## src/mbt_pkg.sv

```systemverilog
// Shared types, codes and constants of the multibyte character tagger.
package mbt_pkg;

    // Input item kinds
    localparam logic KIND_TEXT = 1'b0;
    localparam logic KIND_EOL  = 1'b1;

    // Result kinds
    localparam logic OUT_CHAR   = 1'b0;
    localparam logic OUT_MARKER = 1'b1;

    // Encoding modes
    localparam logic MODE_UTF8 = 1'b0;
    localparam logic MODE_GB   = 1'b1;

    // Position tags
    localparam logic [1:0] TAG_B = 2'd0;
    localparam logic [1:0] TAG_I = 2'd1;
    localparam logic [1:0] TAG_E = 2'd2;

    // Byte classes
    localparam logic [7:0] BYTE_TAB    = 8'h09;
    localparam logic [7:0] BYTE_SPACE  = 8'h20;
    localparam logic [7:0] UTF8_CONT   = 8'h80;
    localparam logic [7:0] UTF8_LEAD2  = 8'hC0;
    localparam logic [7:0] UTF8_LEAD3  = 8'hE0;
    localparam logic [7:0] UTF8_LEAD4  = 8'hF0;
    localparam logic [7:0] GB_LEAD_LO  = 8'hA1;
    localparam logic [7:0] GB_LEAD_HI  = 8'hF7;

    // Default depth of the queue between front and back (power of two)
    localparam int QUEUE_DEPTH_DEF = 4;

    // One result item, without the last flag
    typedef struct packed {
        logic        out_kind;
        logic [23:0] char_bytes;
        logic [1:0]  char_len;
        logic [1:0]  tag;
    } t_res;

    // Results caused by one input item: one or two
    typedef struct packed {
        logic two;
        t_res res0;
        t_res res1;
    } t_entry;

    function automatic t_res mk_res(input logic kind, input logic [23:0] bytes,
                                    input logic [1:0] len, input logic [1:0] tag);
        t_res r;
        r.out_kind   = kind;
        r.char_bytes = bytes;
        r.char_len   = len;
        r.tag        = tag;
        return r;
    endfunction

endpackage

```

## src/multibyte_char_bie_tagger_unit.sv

```systemverilog
// Top level of the multibyte character B/I/E tagger.
//
// Slave stream: one beat per input item. tuser = kind (0 text byte, 1 end of
// line), tdata[7:0] = text byte. Master stream: one beat per result.
// tuser = out_kind (0 character, 1 sentence marker), tdata packs char_bytes,
// char_len and tag, tlast marks the final result of one input item.
// i_cfg_we/i_cfg_wdata write the encoding mode (0 UTF-8, 1 GB double-byte);
// write it only while the block is idle. o_s_tready is low during the write.
// Throughput: one input byte per cycle while the queue has room; the front
// updates the token state with each accepted beat. The output register sends
// one beat per cycle while the receiver is ready, so a two-result item holds
// the output for both beats; the queue absorbs that. Results pass through the
// queue and the output register. Items with no result leave the stream untouched.
// Reset clears the token state and selects UTF-8; no clearing pass is needed.
// When the receiver stalls the output beat holds; once the queue is full
// o_s_tready drops until a slot frees.
module multibyte_char_bie_tagger_unit
    import mbt_pkg::*;
#(
    parameter int QUEUE_DEPTH = QUEUE_DEPTH_DEF
)
(
    input  logic        i_clk,
    input  logic        i_rst_n,
    input  logic        i_cfg_we,
    input  logic        i_cfg_wdata,
    input  logic        i_s_tvalid,
    output logic        o_s_tready,
    input  logic [7:0]  i_s_tdata,   // [7:0] text_byte
    input  logic        i_s_tuser,   // [0] kind
    output logic        o_m_tvalid,
    input  logic        i_m_tready,
    output logic [31:0] o_m_tdata,   // [23:0] char_bytes, [25:24] char_len, [27:26] tag
    output logic        o_m_tuser,   // [0] out_kind
    output logic        o_m_tlast
);

    logic   push;
    t_entry wentry;
    logic   pop;
    t_entry rentry;
    logic   full;
    logic   empty;
    t_res   res;

    mbt_front u_front (
        .i_clk       (i_clk),
        .i_rst_n     (i_rst_n),
        .i_cfg_we    (i_cfg_we),
        .i_cfg_wdata (i_cfg_wdata),
        .i_valid     (i_s_tvalid),
        .o_ready     (o_s_tready),
        .i_kind      (i_s_tuser),
        .i_byte      (i_s_tdata),
        .i_full      (full),
        .o_push      (push),
        .o_entry     (wentry)
    );

    mbt_queue #(
        .DEPTH (QUEUE_DEPTH)
    ) u_queue (
        .i_clk   (i_clk),
        .i_rst_n (i_rst_n),
        .i_push  (push),
        .i_wdata (wentry),
        .i_pop   (pop),
        .o_rdata (rentry),
        .o_full  (full),
        .o_empty (empty)
    );

    mbt_back u_back (
        .i_clk   (i_clk),
        .i_rst_n (i_rst_n),
        .i_empty (empty),
        .i_rdata (rentry),
        .o_pop   (pop),
        .o_valid (o_m_tvalid),
        .i_ready (i_m_tready),
        .o_res   (res),
        .o_last  (o_m_tlast)
    );

    // Output beat packing
    assign o_m_tdata = {4'd0, res.tag, res.char_len, res.char_bytes};
    assign o_m_tuser = res.out_kind;

endmodule

```

## src/mbt_front.sv

```systemverilog
// Front end: byte classification, character assembly and tagging.
module mbt_front
    import mbt_pkg::*;
(
    input  logic       i_clk,
    input  logic       i_rst_n,
    input  logic       i_cfg_we,
    input  logic       i_cfg_wdata,
    input  logic       i_valid,
    output logic       o_ready,
    input  logic       i_kind,
    input  logic [7:0] i_byte,
    input  logic       i_full,
    output logic       o_push,
    output t_entry     o_entry
);

    logic        r_mode,   n_mode;
    logic [23:0] r_pbytes, n_pbytes;
    logic [1:0]  r_pcount, n_pcount;
    logic [1:0]  r_pneed,  n_pneed;
    logic [23:0] r_hchar,  n_hchar;
    logic [1:0]  r_hlen,   n_hlen;
    logic        r_hfirst, n_hfirst;
    logic        r_skip,   n_skip;

    logic        accept;
    logic [1:0]  v_cnt;
    t_res        v_res0;
    t_res        v_res1;
    t_res        v_new;
    logic [1:0]  v_tag;
    logic [23:0] v_cbytes;

    // no beat is taken while the mode register is written
    assign o_ready = !i_full && !i_cfg_we;
    assign accept  = i_valid && o_ready;

    // Next state and results of the accepted beat
    always_comb begin
        n_mode   = r_mode;
        n_pbytes = r_pbytes;
        n_pcount = r_pcount;
        n_pneed  = r_pneed;
        n_hchar  = r_hchar;
        n_hlen   = r_hlen;
        n_hfirst = r_hfirst;
        n_skip   = r_skip;
        v_cnt    = 2'd0;
        v_res0   = '0;
        v_res1   = '0;
        v_new    = '0;
        v_tag    = TAG_B;
        v_cbytes = '0;

        if (i_cfg_we) begin
            // mode write drops a character being assembled
            n_mode   = i_cfg_wdata;
            n_pbytes = '0;
            n_pcount = 2'd0;
            n_pneed  = 2'd0;
        end else if (accept) begin
            if (i_kind == KIND_EOL || i_byte == BYTE_TAB || i_byte == BYTE_SPACE) begin
                // token end: flush held char, or a lone GB lead byte
                v_tag = r_hfirst ? TAG_B : TAG_E;
                if (r_hlen != 2'd0) begin
                    v_res0 = mk_res(OUT_CHAR, r_hchar, r_hlen, v_tag);
                    v_cnt  = 2'd1;
                end else if (r_mode == MODE_GB && r_pcount == 2'd1 && !r_skip) begin
                    v_res0 = mk_res(OUT_CHAR, r_pbytes, 2'd1, v_tag);
                    v_cnt  = 2'd1;
                end
                n_pbytes = '0;
                n_pcount = 2'd0;
                n_pneed  = 2'd0;
                n_hchar  = '0;
                n_hlen   = 2'd0;
                n_hfirst = 1'b0;
                n_skip   = 1'b0;
                if (i_kind == KIND_EOL) begin
                    v_new = mk_res(OUT_MARKER, 24'd0, 2'd0, TAG_B);
                    if (v_cnt == 2'd0) begin
                        v_res0 = v_new;
                    end else begin
                        v_res1 = v_new;
                    end
                    v_cnt = v_cnt + 2'd1;
                end
            end else if (!r_skip) begin
                if (r_mode == MODE_UTF8) begin
                    if (r_pcount == 2'd0) begin
                        if (i_byte < UTF8_CONT) begin
                            // ASCII: complete at once
                            if (r_hlen == 2'd0) begin
                                n_hfirst = 1'b1;
                            end
                            if (r_hlen != 2'd0) begin
                                v_res0   = mk_res(OUT_CHAR, r_hchar, r_hlen,
                                                  n_hfirst ? TAG_B : TAG_I);
                                v_cnt    = 2'd1;
                                n_hfirst = 1'b0;
                            end
                            n_hchar = {i_byte, 16'd0};
                            n_hlen  = 2'd1;
                        end else if (i_byte < UTF8_LEAD2 || i_byte >= UTF8_LEAD4) begin
                            // stray continuation or unsupported lead
                            n_skip = 1'b1;
                        end else begin
                            if (r_hlen == 2'd0) begin
                                n_hfirst = 1'b1;
                            end
                            n_pbytes = {i_byte, 16'd0};
                            n_pcount = 2'd1;
                            n_pneed  = (i_byte < UTF8_LEAD3) ? 2'd2 : 2'd3;
                        end
                    end else if ((i_byte & UTF8_LEAD2) != UTF8_CONT) begin
                        // bad continuation byte
                        n_pbytes = '0;
                        n_pcount = 2'd0;
                        n_pneed  = 2'd0;
                        n_skip   = 1'b1;
                    end else begin
                        v_cbytes = r_pbytes | ((r_pcount == 2'd1) ? {8'd0, i_byte, 8'd0}
                                                                  : {16'd0, i_byte});
                        if (r_pcount + 2'd1 >= r_pneed) begin
                            if (r_hlen != 2'd0) begin
                                v_res0   = mk_res(OUT_CHAR, r_hchar, r_hlen,
                                                  r_hfirst ? TAG_B : TAG_I);
                                v_cnt    = 2'd1;
                                n_hfirst = 1'b0;
                            end
                            n_hchar  = v_cbytes;
                            n_hlen   = r_pneed;
                            n_pbytes = '0;
                            n_pcount = 2'd0;
                            n_pneed  = 2'd0;
                        end else begin
                            n_pbytes = v_cbytes;
                            n_pcount = r_pcount + 2'd1;
                        end
                    end
                end else begin
                    if (r_pcount == 2'd0) begin
                        if (i_byte >= GB_LEAD_LO && i_byte <= GB_LEAD_HI) begin
                            // lead byte: held char cannot be the last one
                            if (r_hlen != 2'd0) begin
                                v_res0   = mk_res(OUT_CHAR, r_hchar, r_hlen,
                                                  r_hfirst ? TAG_B : TAG_I);
                                v_cnt    = 2'd1;
                                n_hfirst = 1'b0;
                                n_hchar  = '0;
                                n_hlen   = 2'd0;
                            end else begin
                                n_hfirst = 1'b1;
                            end
                            n_pbytes = {i_byte, 16'd0};
                            n_pcount = 2'd1;
                            n_pneed  = 2'd2;
                        end else begin
                            if (r_hlen == 2'd0) begin
                                n_hfirst = 1'b1;
                            end
                            if (r_hlen != 2'd0) begin
                                v_res0   = mk_res(OUT_CHAR, r_hchar, r_hlen,
                                                  n_hfirst ? TAG_B : TAG_I);
                                v_cnt    = 2'd1;
                                n_hfirst = 1'b0;
                            end
                            n_hchar = {i_byte, 16'd0};
                            n_hlen  = 2'd1;
                        end
                    end else begin
                        // trail byte completes the double-byte char
                        if (r_hlen != 2'd0) begin
                            v_res0   = mk_res(OUT_CHAR, r_hchar, r_hlen,
                                              r_hfirst ? TAG_B : TAG_I);
                            v_cnt    = 2'd1;
                            n_hfirst = 1'b0;
                        end
                        n_hchar  = r_pbytes | {8'd0, i_byte, 8'd0};
                        n_hlen   = 2'd2;
                        n_pbytes = '0;
                        n_pcount = 2'd0;
                        n_pneed  = 2'd0;
                    end
                end
            end
        end
    end

    assign o_push        = accept && !i_cfg_we && (v_cnt != 2'd0);
    assign o_entry.two   = (v_cnt == 2'd2);
    assign o_entry.res0  = v_res0;
    assign o_entry.res1  = v_res1;

    // Tokenizer state
    always_ff @(posedge i_clk) begin
        if (!i_rst_n) begin
            r_mode   <= MODE_UTF8;
            r_pbytes <= '0;
            r_pcount <= 2'd0;
            r_pneed  <= 2'd0;
            r_hchar  <= '0;
            r_hlen   <= 2'd0;
            r_hfirst <= 1'b0;
            r_skip   <= 1'b0;
        end else begin
            r_mode   <= n_mode;
            r_pbytes <= n_pbytes;
            r_pcount <= n_pcount;
            r_pneed  <= n_pneed;
            r_hchar  <= n_hchar;
            r_hlen   <= n_hlen;
            r_hfirst <= n_hfirst;
            r_skip   <= n_skip;
        end
    end

endmodule

```

## src/mbt_queue.sv

```systemverilog
// Short register queue of result entries between front and back.
module mbt_queue
    import mbt_pkg::*;
#(
    parameter int DEPTH = QUEUE_DEPTH_DEF
)
(
    input  logic   i_clk,
    input  logic   i_rst_n,
    input  logic   i_push,
    input  t_entry i_wdata,
    input  logic   i_pop,
    output t_entry o_rdata,
    output logic   o_full,
    output logic   o_empty
);

    localparam int AW = (DEPTH > 1) ? $clog2(DEPTH) : 1;
    localparam int CW = $clog2(DEPTH + 1);

    t_entry          r_mem [DEPTH];
    logic [AW-1:0]   r_wptr, n_wptr;
    logic [AW-1:0]   r_rptr, n_rptr;
    logic [CW-1:0]   r_count, n_count;
    logic            do_push;
    logic            do_pop;

    assign o_full  = (r_count == CW'(DEPTH));
    assign o_empty = (r_count == '0);
    assign o_rdata = r_mem[r_rptr];
    assign do_push = i_push && !o_full;
    assign do_pop  = i_pop && !o_empty;

    // Pointers wrap at the last slot
    always_comb begin
        n_wptr  = r_wptr;
        n_rptr  = r_rptr;
        if (do_push) begin
            n_wptr = (r_wptr == AW'(DEPTH - 1)) ? '0 : r_wptr + AW'(1);
        end
        if (do_pop) begin
            n_rptr = (r_rptr == AW'(DEPTH - 1)) ? '0 : r_rptr + AW'(1);
        end
        n_count = r_count + CW'(do_push) - CW'(do_pop);
    end

    always_ff @(posedge i_clk) begin
        if (!i_rst_n) begin
            r_wptr  <= '0;
            r_rptr  <= '0;
            r_count <= '0;
        end else begin
            r_wptr  <= n_wptr;
            r_rptr  <= n_rptr;
            r_count <= n_count;
        end
    end

    // Entry storage, no reset
    always_ff @(posedge i_clk) begin
        if (do_push) begin
            r_mem[r_wptr] <= i_wdata;
        end
    end

endmodule

```

## src/mbt_back.sv

```systemverilog
// Back end: output register that sends one or two result beats per entry.
module mbt_back
    import mbt_pkg::*;
(
    input  logic   i_clk,
    input  logic   i_rst_n,
    input  logic   i_empty,
    input  t_entry i_rdata,
    output logic   o_pop,
    output logic   o_valid,
    input  logic   i_ready,
    output t_res   o_res,
    output logic   o_last
);

    logic   r_valid, n_valid;
    logic   r_sel,   n_sel;
    t_entry r_ent,   n_ent;
    logic   cur_last;
    logic   load;

    assign cur_last = r_sel || !r_ent.two;
    assign load     = !i_empty && (!r_valid || (i_ready && cur_last));
    assign o_pop    = load;
    assign o_valid  = r_valid;
    assign o_res    = r_sel ? r_ent.res1 : r_ent.res0;
    assign o_last   = cur_last;

    // Advance within an entry, or take the next one
    always_comb begin
        n_valid = r_valid;
        n_sel   = r_sel;
        n_ent   = r_ent;
        if (load) begin
            n_valid = 1'b1;
            n_sel   = 1'b0;
            n_ent   = i_rdata;
        end else if (r_valid && i_ready) begin
            if (cur_last) begin
                n_valid = 1'b0;
                n_sel   = 1'b0;
            end else begin
                n_sel = 1'b1;
            end
        end
    end

    always_ff @(posedge i_clk) begin
        if (!i_rst_n) begin
            r_valid <= 1'b0;
            r_sel   <= 1'b0;
        end else begin
            r_valid <= n_valid;
            r_sel   <= n_sel;
        end
    end

    always_ff @(posedge i_clk) begin
        r_ent <= n_ent;
    end

    // A first beat of a pair is always followed by its second
    a_pair_second: assert property (@(posedge i_clk) disable iff (!i_rst_n)
        (r_valid && i_ready && !cur_last) |=> (r_valid && r_sel))
        else $error("second beat of a pair missing");

    // The second slot is only shown for two-result entries
    a_sel_two: assert property (@(posedge i_clk) disable iff (!i_rst_n)
        (r_valid && r_sel) |-> r_ent.two)
        else $error("second slot shown for single-result entry");

    // A stalled beat keeps its slot
    a_stall_sel: assert property (@(posedge i_clk) disable iff (!i_rst_n)
        (r_valid && !i_ready) |=> (r_valid && $stable(r_sel)))
        else $error("slot changed under stall");

endmodule

```

## config.mk

```make
export PLATFORM = sky130hd
export DESIGN_NAME = multibyte_char_bie_tagger_unit
export DESIGN_NICKNAME = d
export VERILOG_FILES = /design/src/mbt_pkg.sv /design/src/multibyte_char_bie_tagger_unit.sv /design/src/mbt_front.sv /design/src/mbt_queue.sv /design/src/mbt_back.sv
export SDC_FILE = /design/constraint.sdc
export NUM_CORES = 1
export LEC_CHECK = 0
export BUFFER_PORTS_ARGS = -buffer_cell sky130_fd_sc_hd__buf_4
export CAP_MARGIN = 20
export CORE_ASPECT_RATIO = 1.25
export CORE_MARGIN = 2
export CORE_UTILIZATION = 45
export DETAILED_ROUTE_END_ITERATION = 12
export MAX_ROUTING_LAYER = met4
export SLEW_MARGIN = 25
export SYNTH_ARGS = -nofsm -noshare
export SYNTH_HDL_FRONTEND = slang
export SYNTH_HIERARCHICAL = 1
export SYNTH_SLANG_ARGS = --single-unit
```

## constraint.sdc

```tcl
create_clock -name i_clk -period 13.6 [get_ports i_clk]
set_input_delay 1.36 -clock i_clk [delete_from_list [all_inputs] [get_ports i_clk]]
set_output_delay 1.36 -clock i_clk [all_outputs]
set_load 0.1 [all_outputs]
```

==> impl_metrics.toml <==
[critical_path]
r2r_start = "u_front/r_pcount[0]$_SDFFE_PP0P_"
crit_fanout = 23
crit_arrival_ns = 4.56
end_kind = "flip-flop"
worst_r2r_endpoint = "u_queue/r_count[2]$_SDFF_PN0_"
crit_type = "input pin to flip-flop"
path_buf_inv = 4
cpPeakStageDelay_ns = 0.55
worstPathCellList = "buf_4 > or4_4 > a211oi_1 > nor2_1 > buf_4 > a21oi_1 > nor2b_1 > inv_1 > ha_1 > inv_1 > ha_1 > fa_1 > xnor2_1 > and2_1"
slowest_stage = "or4_4"
r2r_slack_ns = 9.50
worstSetupStartpointType = "input pin"
reg2reg_depth = 15
cp_top_family = "simple AND/OR/NAND/NOR gates"
cp_data_required_time_ns = 13.99

[worst_hold_path]
min_path_cells = 2
worstHoldEndpoint = "u_front/r_hchar[0]$_SDFFE_PN0P_"
hold_class = "flip-flop to flip-flop"
hold_path.startpoint = "u_front/r_hchar[0]$_SDFFE_PN0P_"

[pwr]
powerDensity_mw_per_mm2 = 188
p_leak_nw = 5.66
ir_drop_v = 0.000168

[place]
gp_congestion = 0.861
dp.cells = 1347
dp_hpwl_um = 16400
dp_slack_ns = 8.89
io_buffers = 46

[synth]
netlist_instances = 929
syn-cell-area_mm2 = 0.0149
synthFlopType = "edfxtp_1"
postSynthAreaPerCell_um2 = 16.0
synth-edff-count = 295
yosysUniqueCellTypes = 63
yosysTopAreaCell = "edfxtp_1"
yosysTopAreaCellShare_pct = 59.6
yosysSeqAreaShare_pct = 68.7
synthTopCellsByArea = "edfxtp_1, dfxtp_1, mux4_2, nand2_1, mux2_2"
synthTopCellsByCount = "edfxtp_1, nand2_1, dfxtp_1"
yosysMostFrequentCell = "edfxtp_1"
yosysWarnings = 6
async_reset_ff_share_pct = 0
synth.ff_latch_count = 363

[clock_network]
cts_buffers = 37
clkTransAtPathRegs_ns = 0.05
cts_tree = "built"
cts-root-buf = "clkbuf_16"
clk_latency_ns = 0.51
cts.path.max_buffers = 3
postCtsResizedCells = 0
htreeDepth = 2
cts_hold_buf = 0
cts_setup_buffers = 0
clock_sinks = 363

[die]
num_rows = 74
fp.dieH_um = 207
die_area_mm2 = 0.0345
initial_utilization_pct = 45.6
ios = 51
die_w_um = 167
fp.coreArea_mm2 = 0.0326

[timing]
worst_pin_slew_ns = 1.02
slew_viol_final = 0
slew-limit-headroom_pct = 31.8
skew_ns = 0.0152
setup_viol = 0
clock.fmax_mhz = 240
fin_tns_setup_ns = 0
period_share_pct = 30.6
hold_viol = 0
holdWs_ns = 0.460
setup_ws_ns = 9.43
fin_crit_ns = 4.17
rsz0062_at_grt = "no"

[grt]
grt_max_degree = 61
grt_pass1_wl_um = 43900
grt_usage_pct = 16.6
grt-ovfl-total = 0
antenna_found_initial = 0
grt_pass1_vias = 7723

[flow_run]
maxCapViolCount = 0

[finish]
instances_no_fill = 1414
fillers = 2722
multi_input_area_mm2 = 0.00414
diodes = 0
drive_gt1_share_pct = 21.8
area_growth_pct = 11.5
final_nets = 997
regArea_mm2 = 0.0102

[route]
drtIter0Drc = 579
dr.pass1.iters = 5
routedWlPerCell_um = 19.4
routed_wl_um = 27400
num_vias = 7697
ant_nets = 0
drt-vias-per-instance = 5.44
post-route-drc-count = 0

[run_status]
outcome = "finished clean"
==> kinds of logic (layout without fill, tap and decap cells) <==
kind of cell / count (synthesis) / in the layout / synth area share (%)
adder cells (fa/ha/maj): 14 / 14 / 1.23
buffers and inverters: 109 / 146 / 4.39
flip-flops: 363 / 363 / 68.7
AO/OA/AOI/OAI: 143 / 143 / 6.92
other: 2 / 32 / 0.0505
multiplexers: 107 / 107 / 12.4
AND/OR/NAND/NOR: 189 / 189 / 6.13
XOR/XNOR: 2 / 2 / 0.118
==> registers in the layout (all words and copies together) (netlist names), named ones only <==
name,cells
u_queue/r_mem,236
u_front/r_skip,1
u_front/r_pbytes,24
u_front/r_hchar,24
u_front/r_mode,1
u_back/r_ent,59
u_queue/r_count,3
u_front/r_pcount,2
u_front/r_pneed,2
u_back/r_sel,1
u_back/o_valid,1
u_queue/r_rptr,2
u_front/r_hfirst,1
u_front/r_hlen,2
u_queue/r_wptr,2
==> tightest hold or removal path: cells and delay by family, from the launching register on <==
family / cells / cell delay (ns)
flip-flops: 1 / 0.31
AND/OR/NAND/NOR: 1 / 0.05
multiplexers: 1 / 0.05
==> worst max-delay path by stage <==
stage                                     start                       endpoint  slack, ns  cells after the start
2_1_floorplan                        i_m_tready  u_queue/r_count[2]$_SDFF_PN0_       7.43                     10
4_1_cts                            i_s_tdata[1]  u_queue/r_count[2]$_SDFF_PN0_       9.42                     14
5_1_grt        u_front/r_pcount[0]$_SDFFE_PP0P_  u_queue/r_count[2]$_SDFF_PN0_       9.25                     15
6_report                           i_s_tdata[1]  u_queue/r_count[2]$_SDFF_PN0_       9.43                     14
3_3_place_gp                       i_s_tdata[1]  u_queue/r_count[2]$_SDFF_PN0_       8.90                     14
3_5_place_dp                       i_s_tdata[1]  u_queue/r_count[2]$_SDFF_PN0_       8.89                     14
==> metal layers <==
metal	share of wire (%)	vias to the layer above	GRT usage, %
met5	0	-	-
met4	1.9	0	4.49
met3	3.5	45	2.46
met2	50	153	27.0
met1	45	3909	22.2
li1	-	3590	-
==> stage by stage <==
step	area, um^2	utilization [%]	power, W
4_1_cts	16600	50.9	0.00316
6_report	16600	50.9	0.00312
3_3_place_gp	15400	47.3	0.00218
2_1_floorplan	15000	-	0.00205
3_5_place_dp	15400	47.3	0.00219
5_1_grt	16600	50.9	0.00324
==> layout by cell type (no fill, tap or decap), types with 4 or more instances in the layout <==
cell       synthesis  final
and2_1            11      7
conb_1             2     32
a31oi_1            5      5
and2_2             0      4
mux2_2            29     29
clkbuf_16          0     39
nand2_1          110    110
edfxtp_1         295    295
buf_4             36     60
nand3b_1           8      8
nand3_1           12     12
o2bb2ai_1          9      9
a32o_1            10     10
dfxtp_1           68     66
mux4_2            59     59
ha_1              13     13
nor2_1            12     12
a22o_1             6      6
o21ai_0            5      5
mux2i_1           19     19
clkbuf_1          28     13
a21oi_1           46     45
clkinv_1           0      5
o21a_1            16     16
nor3_1             5      4
a21o_1            21     21
inv_1             19     19
==> cell type report <==
class                      count  area share, %
timing repair buffer          60           2.72
tap                          418           3.15
multi-input combinational    487           25.0
clock inverter                13          0.709
sequential                   363           61.7
clock buffer                  54           6.35
inverter                      19          0.430
==> report_power, final <==
group / internal, W / total, W / switching (W)
sequential: 0.00134 / 0.00139 / 0.0000451
clock: 0.000576 / 0.000968 / 0.000393
combinational: 0.000210 / 0.000762 / 0.000552
No activity file was read; power rests on OpenSTA's default activity.
